**src/rtl/core/ses_pkg.sv**
```systemverilog
// ----------------------------------------------------------------------------
// ses_pkg
// Shared types and constants for the sprite evaluation scan unit.
// ----------------------------------------------------------------------------
package ses_pkg;

    localparam int PRIMARY_BYTES    = 256;
    localparam int SECONDARY_BYTES  = 32;
    localparam int SPRITES_PER_LINE = 8;
    localparam int PRI_AW           = $clog2(PRIMARY_BYTES);
    localparam int SEC_AW           = $clog2(SECONDARY_BYTES);
    localparam int OUTQ_DEPTH       = 3;

    // Request opcodes
    typedef enum logic [1:0] {
        OP_TABLE_WRITE = 2'd0,
        OP_LINE_START  = 2'd1,
        OP_EVAL_DOT    = 2'd2,
        OP_SEC_READ    = 2'd3
    } t_op;

    // Where the latched byte comes from in the cycle after a request
    typedef enum logic [1:0] {
        LAT_REG = 2'd0,
        LAT_PRI = 2'd1,
        LAT_SEC = 2'd2
    } t_lat_src;

    // One result request
    typedef struct packed {
        logic [7:0] bus_value;
        logic       overflow;
        logic       zero_in_range;
        logic       zero_for_line;
        logic [6:0] sprites_found;
    } t_result;

    // RAM write/read port request
    typedef struct packed {
        logic       we;
        logic [7:0] waddr;
        logic [7:0] wdata;
        logic [7:0] raddr;
    } t_ram_req;

endpackage

```
**src/rtl/core/sprite_evaluation_scan_unit.sv**
```systemverilog
// ----------------------------------------------------------------------------
// sprite_evaluation_scan_unit
// Per-dot sprite evaluation with primary and secondary object tables.
// ----------------------------------------------------------------------------
// One request is accepted every cycle while s_axis_tready is high; its result
// passes through the registered read of the primary or secondary table RAM and
// then through the result queue. The latched byte is forwarded from the RAM
// read port to the next request, so dot-by-dot streams run at full rate.
// Input ready drops only when the result stage and the three-entry result
// queue together hold three results because the output side is stalled.
module sprite_evaluation_scan_unit (
    input  logic        i_clk,
    input  logic        i_rst_n,
    input  logic        i_cfg_wr_en,
    input  logic        i_cfg_wr_data,    // tall_sprites
    input  logic        s_axis_tvalid,
    output logic        s_axis_tready,
    // [7:0] table_address, [15:8] table_data, [23:16] line_y,
    // [31:24] scan_start, [32] rendering_on, [33] clear_flags
    input  logic [39:0] s_axis_tdata,
    input  logic [1:0]  s_axis_tuser,     // [1:0] opcode
    output logic        m_axis_tvalid,
    input  logic        m_axis_tready,
    // [7:0] bus_value, [8] overflow, [9] zero_in_range, [10] zero_for_line,
    // [17:11] sprites_found
    output logic [23:0] m_axis_tdata
);

    logic r_tall;
    logic fire, s1_valid, push;
    logic [1:0] q_count;
    logic [7:0] pri_rdata, sec_rdata;
    ses_pkg::t_ram_req pri_req, sec_req;
    ses_pkg::t_result  result, q_data;

    // Configuration register
    always_ff @(posedge i_clk) begin
        if (!i_rst_n) begin
            r_tall <= 1'b0;
        end else if (i_cfg_wr_en) begin
            r_tall <= i_cfg_wr_data;
        end
    end

    // Room check covers the result stage plus the queue
    assign s_axis_tready = ({1'b0, q_count} + {2'd0, s1_valid}) < 3'(ses_pkg::OUTQ_DEPTH);
    assign fire          = s_axis_tvalid && s_axis_tready;

    ses_eval u_eval (
        .i_clk           (i_clk),
        .i_rst_n         (i_rst_n),
        .i_fire          (fire),
        .i_op            (ses_pkg::t_op'(s_axis_tuser)),
        .i_table_address (s_axis_tdata[7:0]),
        .i_table_data    (s_axis_tdata[15:8]),
        .i_line_y        (s_axis_tdata[23:16]),
        .i_scan_start    (s_axis_tdata[31:24]),
        .i_rendering_on  (s_axis_tdata[32]),
        .i_clear_flags   (s_axis_tdata[33]),
        .i_tall          (r_tall),
        .i_pri_rdata     (pri_rdata),
        .i_sec_rdata     (sec_rdata),
        .o_pri_req       (pri_req),
        .o_sec_req       (sec_req),
        .o_s1_valid      (s1_valid),
        .o_push          (push),
        .o_result        (result)
    );

    ses_ram #(
        .WIDTH (8),
        .DEPTH (ses_pkg::PRIMARY_BYTES)
    ) u_pri_ram (
        .i_clk   (i_clk),
        .i_we    (pri_req.we),
        .i_waddr (pri_req.waddr[ses_pkg::PRI_AW-1:0]),
        .i_wdata (pri_req.wdata),
        .i_raddr (pri_req.raddr[ses_pkg::PRI_AW-1:0]),
        .o_rdata (pri_rdata)
    );

    ses_ram #(
        .WIDTH (8),
        .DEPTH (ses_pkg::SECONDARY_BYTES)
    ) u_sec_ram (
        .i_clk   (i_clk),
        .i_we    (sec_req.we),
        .i_waddr (sec_req.waddr[ses_pkg::SEC_AW-1:0]),
        .i_wdata (sec_req.wdata),
        .i_raddr (sec_req.raddr[ses_pkg::SEC_AW-1:0]),
        .o_rdata (sec_rdata)
    );

    ses_outq u_outq (
        .i_clk   (i_clk),
        .i_rst_n (i_rst_n),
        .i_push  (push),
        .i_data  (result),
        .o_valid (m_axis_tvalid),
        .i_ready (m_axis_tready),
        .o_data  (q_data),
        .o_count (q_count)
    );

    assign m_axis_tdata = {6'd0, q_data.sprites_found, q_data.zero_for_line,
                           q_data.zero_in_range, q_data.overflow, q_data.bus_value};

endmodule

```
**src/rtl/core/ses_ram.sv**
```systemverilog
// ----------------------------------------------------------------------------
// ses_ram
// Generic single-write, single-read RAM with registered read data.
// ----------------------------------------------------------------------------
module ses_ram #(
    parameter int WIDTH = 8,
    parameter int DEPTH = 256
) (
    input  logic                     i_clk,
    input  logic                     i_we,
    input  logic [$clog2(DEPTH)-1:0] i_waddr,
    input  logic [WIDTH-1:0]         i_wdata,
    input  logic [$clog2(DEPTH)-1:0] i_raddr,
    output logic [WIDTH-1:0]         o_rdata
);

    logic [WIDTH-1:0] r_mem [DEPTH];
    logic [WIDTH-1:0] r_rdata;

    always_ff @(posedge i_clk) begin
        if (i_we) begin
            r_mem[i_waddr] <= i_wdata;
        end
        r_rdata <= r_mem[i_raddr];
    end

    assign o_rdata = r_rdata;

endmodule

```
**src/rtl/core/ses_outq.sv**
```systemverilog
// ----------------------------------------------------------------------------
// ses_outq
// Small result queue that decouples the evaluator from the output stall.
// ----------------------------------------------------------------------------
module ses_outq (
    input  logic             i_clk,
    input  logic             i_rst_n,
    input  logic             i_push,
    input  ses_pkg::t_result i_data,
    output logic             o_valid,
    input  logic             i_ready,
    output ses_pkg::t_result o_data,
    output logic [1:0]       o_count
);

    ses_pkg::t_result r_buf [ses_pkg::OUTQ_DEPTH];
    logic [1:0] r_wptr, r_rptr, r_count;
    logic [1:0] n_wptr, n_rptr, n_count;
    logic       pop;

    assign pop     = (r_count != 2'd0) && i_ready;
    assign o_valid = (r_count != 2'd0);
    assign o_data  = r_buf[r_rptr];
    assign o_count = r_count;

    // Pointer and count update
    always_comb begin
        n_wptr  = r_wptr;
        n_rptr  = r_rptr;
        n_count = r_count;
        if (i_push) begin
            n_wptr = (r_wptr == 2'(ses_pkg::OUTQ_DEPTH - 1)) ? 2'd0 : r_wptr + 2'd1;
        end
        if (pop) begin
            n_rptr = (r_rptr == 2'(ses_pkg::OUTQ_DEPTH - 1)) ? 2'd0 : r_rptr + 2'd1;
        end
        if (i_push && !pop) begin
            n_count = r_count + 2'd1;
        end else if (!i_push && pop) begin
            n_count = r_count - 2'd1;
        end
    end

    always_ff @(posedge i_clk) begin
        if (!i_rst_n) begin
            r_wptr  <= 2'd0;
            r_rptr  <= 2'd0;
            r_count <= 2'd0;
        end else begin
            r_wptr  <= n_wptr;
            r_rptr  <= n_rptr;
            r_count <= n_count;
        end
    end

    always_ff @(posedge i_clk) begin
        if (i_push) begin
            r_buf[r_wptr] <= i_data;
        end
    end

endmodule

```
**src/rtl/core/ses_eval.sv**
```systemverilog
// ----------------------------------------------------------------------------
// ses_eval
// Evaluation sequencer: holds the scan state, drives both table RAMs and
// resolves the latched byte in the cycle after each request.
// ----------------------------------------------------------------------------
module ses_eval (
    input  logic                i_clk,
    input  logic                i_rst_n,
    input  logic                i_fire,
    input  ses_pkg::t_op        i_op,
    input  logic [7:0]          i_table_address,
    input  logic [7:0]          i_table_data,
    input  logic [7:0]          i_line_y,
    input  logic [7:0]          i_scan_start,
    input  logic                i_rendering_on,
    input  logic                i_clear_flags,
    input  logic                i_tall,
    input  logic [7:0]          i_pri_rdata,
    input  logic [7:0]          i_sec_rdata,
    output ses_pkg::t_ram_req   o_pri_req,
    output ses_pkg::t_ram_req   o_sec_req,
    output logic                o_s1_valid,
    output logic                o_push,
    output ses_pkg::t_result    o_result
);

    // Scan state
    logic [6:0] r_slot, n_slot;
    logic [8:0] r_scan, n_scan;
    logic [2:0] r_bis, n_bis;
    logic [7:0] r_latched;
    logic [8:0] r_dot, n_dot;
    logic       r_copy, n_copy;
    logic       r_zf, n_zf;
    logic       r_zl, n_zl;
    logic       r_ovf, n_ovf;
    logic [7:0] r_line, n_line;
    logic [7:0] r_start, n_start;
    ses_pkg::t_lat_src r_pend, n_pend;

    // Secondary table reset image: entries read as all ones until written
    logic [ses_pkg::SECONDARY_BYTES-1:0] r_sec_vld;
    logic       r_sec_vld_rd;

    // Result stage
    logic       r_s1_valid;
    logic       r_s1_sec;
    logic       r_s1_ovf, r_s1_zf, r_s1_zl;
    logic [6:0] r_s1_slot;

    logic [7:0] sec_data, cur_lat;
    logic       hit;
    logic [8:0] y_top;
    logic [9:0] idx;
    logic [6:0] sl;
    logic [8:0] s;

    assign sec_data = r_sec_vld_rd ? i_sec_rdata : 8'hFF;

    // Latched byte as left by the previous request
    always_comb begin
        case (r_pend)
            ses_pkg::LAT_PRI: cur_lat = i_pri_rdata;
            ses_pkg::LAT_SEC: cur_lat = sec_data;
            default:          cur_lat = r_latched;
        endcase
    end

    // Sprite y range test
    assign y_top = {1'b0, cur_lat} + (i_tall ? 9'd16 : 9'd8);
    assign hit   = (r_line >= cur_lat) && ({1'b0, r_line} < y_top);

    // Next-state logic for one request
    always_comb begin
        n_slot  = r_slot;
        n_scan  = r_scan;
        n_bis   = r_bis;
        n_dot   = r_dot;
        n_copy  = r_copy;
        n_zf    = r_zf;
        n_zl    = r_zl;
        n_ovf   = r_ovf;
        n_line  = r_line;
        n_start = r_start;
        n_pend  = ses_pkg::LAT_REG;
        o_pri_req = '0;
        o_sec_req = '0;
        sl  = r_slot;
        s   = r_scan;
        idx = '0;
        if (i_fire) begin
            unique case (i_op)
                ses_pkg::OP_TABLE_WRITE: begin
                    o_pri_req.we    = 1'b1;
                    o_pri_req.waddr = i_table_address;
                    o_pri_req.wdata = i_table_data;
                end
                ses_pkg::OP_LINE_START: begin
                    n_bis   = '0;
                    n_slot  = '0;
                    n_scan  = '0;
                    n_copy  = 1'b1;
                    n_zl    = r_zf;
                    n_line  = i_line_y;
                    n_start = i_scan_start;
                    n_dot   = '0;
                    if (i_clear_flags) begin
                        n_ovf = 1'b0;
                    end
                end
                ses_pkg::OP_EVAL_DOT: begin
                    if (!r_dot[8]) begin
                        n_dot = r_dot + 9'd1;
                        if (i_rendering_on) begin
                            if (r_dot < 9'd64) begin
                                // Secondary clear phase
                                if (r_dot[0]) begin
                                    if (r_slot < 7'(ses_pkg::SECONDARY_BYTES)) begin
                                        o_sec_req.we    = 1'b1;
                                        o_sec_req.waddr = {3'd0, r_slot[4:0]};
                                        o_sec_req.wdata = 8'hFF;
                                    end
                                    n_slot = r_slot + 7'd1;
                                end
                                n_zf = 1'b0;
                            end else begin
                                if (r_dot == 9'd64) begin
                                    sl = '0;
                                    s  = {1'b0, r_start};
                                end
                                if (s[8]) begin
                                    s      = {1'b0, s[7:0]};
                                    n_copy = 1'b0;
                                end
                                if (!r_dot[0]) begin
                                    // Even dot: fetch primary byte
                                    o_pri_req.raddr = s[7:0];
                                    n_pend = ses_pkg::LAT_PRI;
                                end else if (n_copy) begin
                                    if (sl < 7'(ses_pkg::SPRITES_PER_LINE)) begin
                                        // Copy phase
                                        if (r_bis == 3'd0) begin
                                            o_sec_req.we    = 1'b1;
                                            o_sec_req.waddr = {3'd0, sl[2:0], 2'b00};
                                            o_sec_req.wdata = cur_lat;
                                        end
                                        if (hit && r_bis == 3'd0) begin
                                            if (r_dot == 9'd65) begin
                                                n_zf = 1'b1;
                                            end
                                            n_bis = r_bis + 3'd1;
                                            s     = s + 9'd1;
                                        end else if (r_bis != 3'd0 && r_bis < 3'd4) begin
                                            o_sec_req.we    = 1'b1;
                                            o_sec_req.waddr = {3'd0, sl[2:0], r_bis[1:0]};
                                            o_sec_req.wdata = cur_lat;
                                            s     = s + 9'd1;
                                            n_bis = r_bis + 3'd1;
                                            if (n_bis == 3'd4) begin
                                                if (!hit) begin
                                                    s = s & 9'h1FC;
                                                end
                                                sl    = sl + 7'd1;
                                                n_bis = '0;
                                            end
                                        end else begin
                                            s = (s + 9'd4) & 9'h1FC;
                                        end
                                    end else begin
                                        // Overflow search with misaligned step
                                        if (hit) begin
                                            n_ovf = 1'b1;
                                        end
                                        if (hit && r_bis == 3'd0) begin
                                            n_bis = r_bis + 3'd1;
                                            s     = s + 9'd1;
                                        end else if (r_bis != 3'd0 && r_bis < 3'd4) begin
                                            s     = s + 9'd1;
                                            n_bis = r_bis + 3'd1;
                                            if (n_bis == 3'd4) begin
                                                if (!hit) begin
                                                    s = s & 9'h1FC;
                                                end
                                                sl    = sl + 7'd1;
                                                n_bis = '0;
                                            end
                                        end else if (sl == 7'(ses_pkg::SPRITES_PER_LINE)) begin
                                            s = s + 9'd1;
                                            if (s[1:0] != 2'b00) begin
                                                s = s + 9'd4;
                                            end
                                        end else begin
                                            s = (s + 9'd4) & 9'h1FC;
                                        end
                                        o_sec_req.raddr = '0;
                                        n_pend = ses_pkg::LAT_SEC;
                                    end
                                end else begin
                                    // Copy disabled: read back secondary
                                    idx = {1'b0, sl, 2'b00} + {7'd0, r_bis};
                                    o_sec_req.raddr = (idx < 10'(ses_pkg::SECONDARY_BYTES))
                                                      ? {3'd0, idx[4:0]} : 8'd0;
                                    n_pend = ses_pkg::LAT_SEC;
                                    s = (s + 9'd4) & 9'h1FC;
                                end
                                n_slot = sl;
                                n_scan = s;
                            end
                        end
                    end
                end
                ses_pkg::OP_SEC_READ: begin
                    o_sec_req.raddr = {3'd0, i_table_address[4:0]};
                end
                default: begin
                end
            endcase
        end
    end

    // State registers
    always_ff @(posedge i_clk) begin
        if (!i_rst_n) begin
            r_slot     <= '0;
            r_scan     <= '0;
            r_bis      <= '0;
            r_latched  <= '0;
            r_dot      <= '0;
            r_copy     <= 1'b1;
            r_zf       <= 1'b0;
            r_zl       <= 1'b0;
            r_ovf      <= 1'b0;
            r_line     <= '0;
            r_start    <= '0;
            r_pend     <= ses_pkg::LAT_REG;
            r_sec_vld  <= '0;
            r_s1_valid <= 1'b0;
        end else begin
            r_slot     <= n_slot;
            r_scan     <= n_scan;
            r_bis      <= n_bis;
            r_latched  <= cur_lat;
            r_dot      <= n_dot;
            r_copy     <= n_copy;
            r_zf       <= n_zf;
            r_zl       <= n_zl;
            r_ovf      <= n_ovf;
            r_line     <= n_line;
            r_start    <= n_start;
            r_pend     <= n_pend;
            r_s1_valid <= i_fire;
            if (o_sec_req.we) begin
                r_sec_vld[o_sec_req.waddr[ses_pkg::SEC_AW-1:0]] <= 1'b1;
            end
        end
    end

    // Result stage payload and read-side valid bit
    always_ff @(posedge i_clk) begin
        r_sec_vld_rd <= r_sec_vld[o_sec_req.raddr[ses_pkg::SEC_AW-1:0]];
        if (i_fire) begin
            r_s1_sec  <= (i_op == ses_pkg::OP_SEC_READ);
            r_s1_ovf  <= n_ovf;
            r_s1_zf   <= n_zf;
            r_s1_zl   <= n_zl;
            r_s1_slot <= n_slot;
        end
    end

    assign o_s1_valid             = r_s1_valid;
    assign o_push                 = r_s1_valid;
    assign o_result.bus_value     = r_s1_sec ? sec_data : cur_lat;
    assign o_result.overflow      = r_s1_ovf;
    assign o_result.zero_in_range = r_s1_zf;
    assign o_result.zero_for_line = r_s1_zl;
    assign o_result.sprites_found = r_s1_slot;

endmodule
```
**config.mk**
```make
export PLATFORM = sky130hd
export DESIGN_NAME = sprite_evaluation_scan_unit
export DESIGN_NICKNAME = d
export VERILOG_FILES = /design/src/rtl/core/ses_pkg.sv /design/src/rtl/core/sprite_evaluation_scan_unit.sv /design/src/rtl/core/ses_ram.sv /design/src/rtl/core/ses_outq.sv /design/src/rtl/core/ses_eval.sv
export SDC_FILE = /design/constraint.sdc
export NUM_CORES = 2
export LEC_CHECK = 0
export ABC_AREA = 1
export BUFFER_PORTS_ARGS = -buffer_cell sky130_fd_sc_hd__buf_2
export CORE_MARGIN = 10
export CORE_UTILIZATION = 50
export CTS_BUF_LIST = sky130_fd_sc_hd__clkbuf_4
export CTS_CLUSTER_SIZE = 24
export DETAILED_ROUTE_END_ITERATION = 10
export MAX_ROUTING_LAYER = met4
export PLACE_DENSITY = 0.67
export SLEW_MARGIN = 20
export SYNTH_ARGS = -nofsm -noshare
export SYNTH_HDL_FRONTEND = slang
export SYNTH_SLANG_ARGS = --single-unit
```
**constraint.sdc**
```tcl
create_clock -name i_clk -period 21.8 [get_ports i_clk]
set_input_delay 4.36 -clock i_clk [delete_from_list [all_inputs] [get_ports i_clk]]
set_output_delay 4.36 -clock i_clk [all_outputs]
set_load 0.005 [all_outputs]
```
==> run_results.csv <==
group,metric,value,unit
critical_path,cp.required,23.07,ns
final_layout,synthToLayoutAreaGrowth,9.89,%
cts,clk_pin_slew,0.07,ns
place,postPlaceCellArea,0.107,mm²
grt,grt_pass1_vias,67000,
cts,cts_made_buffers,646,
sta,hold_viol_final,0,
power,p_leak,41.2,nW
grt,grt_max_degree,261,
final_layout,layout-drive-gt1-share,0.145,
final_layout,seqCellArea,0.0735,mm²
place,dp_hpwl,151000,µm
detailed_routing,ant_nets,0,
final_layout,multi_input_area,0.0256,mm²
yosys,yosysSeqAreaShare,0.701,
cts,ctsResizeCount,0,
cts,hold_buffers,0,
final_layout,fillers,17400,
final_layout,finalNetCount,9009,
yosys,synth.distinct_cells,53,
sta,tns,0,ns
final_layout,design_area,0.115,mm²
sta,worstMarginPinSlew,1.18,ns
die,coreArea,0.209,mm²
sta,skew,0.123,ns
yosys,avgSynthCellArea,12.1,µm²
detailed_routing,wire_per_inst,22.1,µm
detailed_routing,vias,69100,
yosys,syn-cell-area,0.105,mm²
flow_run,cap_violations,0,
yosys,synth.largest_area_cell,"edfxtp_1",
die,die_h,478,µm
hold_path,hp-class,"reg2reg",
yosys,ys_async_sr_fraction,0,
sta,finalCritPeriodShare,0.455,
yosys,synthFlopType,"edfxtp_1",
die,die_w,478,µm
power,ir_drop,0.0648,mV
sta,rsz0062_at_grt,"false",
final_layout,final_cell_mix,"edfxtp_1, nand3_1, nand2_1",
cts,clkSinkCount,2486,
detailed_routing,drt_iter0_markers,7819,
critical_path,cp.arrival,11.20,ns
critical_path,start_kind,"input pin",
cts,htree_levels,6,
power,power.total,0.00938,W
detailed_routing,totalWireLength,269000,µm
detailed_routing,vias_per_cell,5.67,
sta,relSlewSlack,0.212,
sta,min_period,9.93,ns
sta,setup-violations-final,0,
die,io_pins,74,
critical_path,rrSetupSlack,13.97,ns
final_layout,final_cells,12200,
cts,clk_latency,1.42,ns
detailed_routing,drc,0,
grt,gr-total-overflow,0,
yosys,synth_area_leaders,"edfxtp_1, o211ai_1, nand3_1",
cts,post_cts_buffers,0,
cts,cts_tree,"yes",
place,port_buffers,61,
critical_path,worstSetupPathType,"in2reg",
place,gp_congestion,0.909,
critical_path,critPathMaxFanout,260,
sta,drv_slew,0,
die,dieArea,0.228,mm²
yosys,synth_seq_cells,2486,
yosys,yosysWarnings,0,
yosys,syn_inst,8682,
final_layout,layout_commonest_cell,"edfxtp_1",
yosys,synth-edff-count,2369,
cts,cts_root_buf,"clkbuf_4",
cts,clock_path_buffers,4,
grt,antenna_found_initial,15,
detailed_routing,firstDrtPassIters,6,
yosys,netlist.area_leader.share,0.678,
die,rows,168,
sta,fmax,101,MHz
power,pwr_density_cell,81.4,mW/mm²
grt,grtUsageTotal,0.235,
grt,grt_first_pass_wirelength,404000,µm
die,initial_core_util,0.501,
critical_path,endpoint_kind,"flip-flop",
place,dp.cells,11100,
status,outcome,"completed",
through the flow:
stage	hold slack, ns	util	setup slack [ns]
finish	0.451	0.551	11.87
global route	0.431	0.551	11.61
CTS	0.440	0.551	12.02
detailed placement	0.440	0.513	10.49
global placement	0.438	0.513	10.61
floorplan	0.423	-	9.62
power by group:
group / internal [W] / switching [W] / total [W]
logic: 0.0000517 / 0.000172 / 0.000224
registers: 0.00522 / 0.0000139 / 0.00523
clock network: 0.00210 / 0.00183 / 0.00393
synth_stat cells, drive strengths merged, types with 4 or more instances:
cell type / n
nor2: 402
a22oi: 7
o21ai: 151
ha: 39
a211oi: 5
a21oi: 136
o211ai: 1091
buf: 321
clkbuf: 252
o22ai: 7
inv: 918
o21a: 17
nand2: 1210
edfxtp: 2369
nand4: 7
nand3: 1194
or2: 394
xor2: 4
nor3: 11
nor4: 4
dfxtp: 117
clkinv: 5
final timing paths:
kind / from / endpoint / cells past startpoint
max: s_axis_tuser[0] / u_pri_ram.o_rdata[4]$_DFF_P_ / 21
min: u_eval.r_sec_vld[21]$_SDFFE_PN0P_ / u_eval.r_sec_vld[21]$_SDFFE_PN0P_ / 2
max reg2reg: u_eval.r_dot[0]$_SDFFE_PN0P_ / u_pri_ram.o_rdata[4]$_DFF_P_ / 22
min reg2reg: u_eval.r_sec_vld[21]$_SDFFE_PN0P_ / u_eval.r_sec_vld[21]$_SDFFE_PN0P_ / 2
cell type report:
cell class | instances | area share
antenna | 16 | 0.000347
clock buffer | 963 | 0.0627
clock inverter | 129 | 0.00624
inverter | 923 | 0.0304
multi-input combinational | 4705 | 0.222
sequential | 2486 | 0.638
tap | 2805 | 0.0305
timing repair buffer | 159 | 0.0102
logic make-up after synthesis:
| logic type | synth area share |
|---|---|
| XOR/XNOR | 0.000418 |
| flip-flops | 0.701 |
| adder cells (fa/ha/maj) | 0.00484 |
| other | 0.0000358 |
| buffers and inverters | 0.0573 |
| AND/OR/NAND/NOR | 0.141 |
| AO/OA/AOI/OAI | 0.0957 |
metal layers:
layer | vias to the layer above | part of all wire | track usage
met3 | 556 | 0.10 | 0.0590
met1 | 33200 | 0.41 | 0.311
li1 | 32100 | - | -
met4 | 0 | 0.038 | 0.0972
met2 | 3245 | 0.45 | 0.347
met5 | - | 0 | -
sequential cells by signal, indices dropped and copies added, names as in the netlist, 2 cells and up, named ones only:
register and cells:
u_eval.r_latched 8, u_eval.r_scan 9, u_eval.r_pend 2, u_sec_ram.o_rdata 8, u_outq.o_count 2, u_pri_ram.o_rdata 8
u_eval.r_s1_slot 7, u_pri_ram.r_mem 2048, u_eval.r_line 8, u_eval.r_start 8, u_outq.r_buf 54, u_sec_ram.r_mem 256
u_outq.r_wptr 2, u_eval.r_bis 3, u_eval.r_dot 9, u_eval.r_slot 7, u_eval.r_sec_vld 32, u_outq.r_rptr 2
critical path, stage by stage:
cell and delay, ns:
buf_2 0.11, inv_1 0.06, ha_1 0.34, inv_2 0.19, nor2_2 0.07, nand2_1 0.12
nor3_4 0.09, nand2_8 0.60, buf_4 0.81, buf_4 0.91, buf_6 0.71, buf_12 0.74
nand2_1 0.12, o211ai_1 0.13, nand3_1 0.20, nand3_1 0.17, nand3_1 0.16, nand3_1 0.35
nand3_1 0.22, nand3_1 0.15, nand2_1 0.09
No activity file was read; power rests on OpenSTA's default activity.
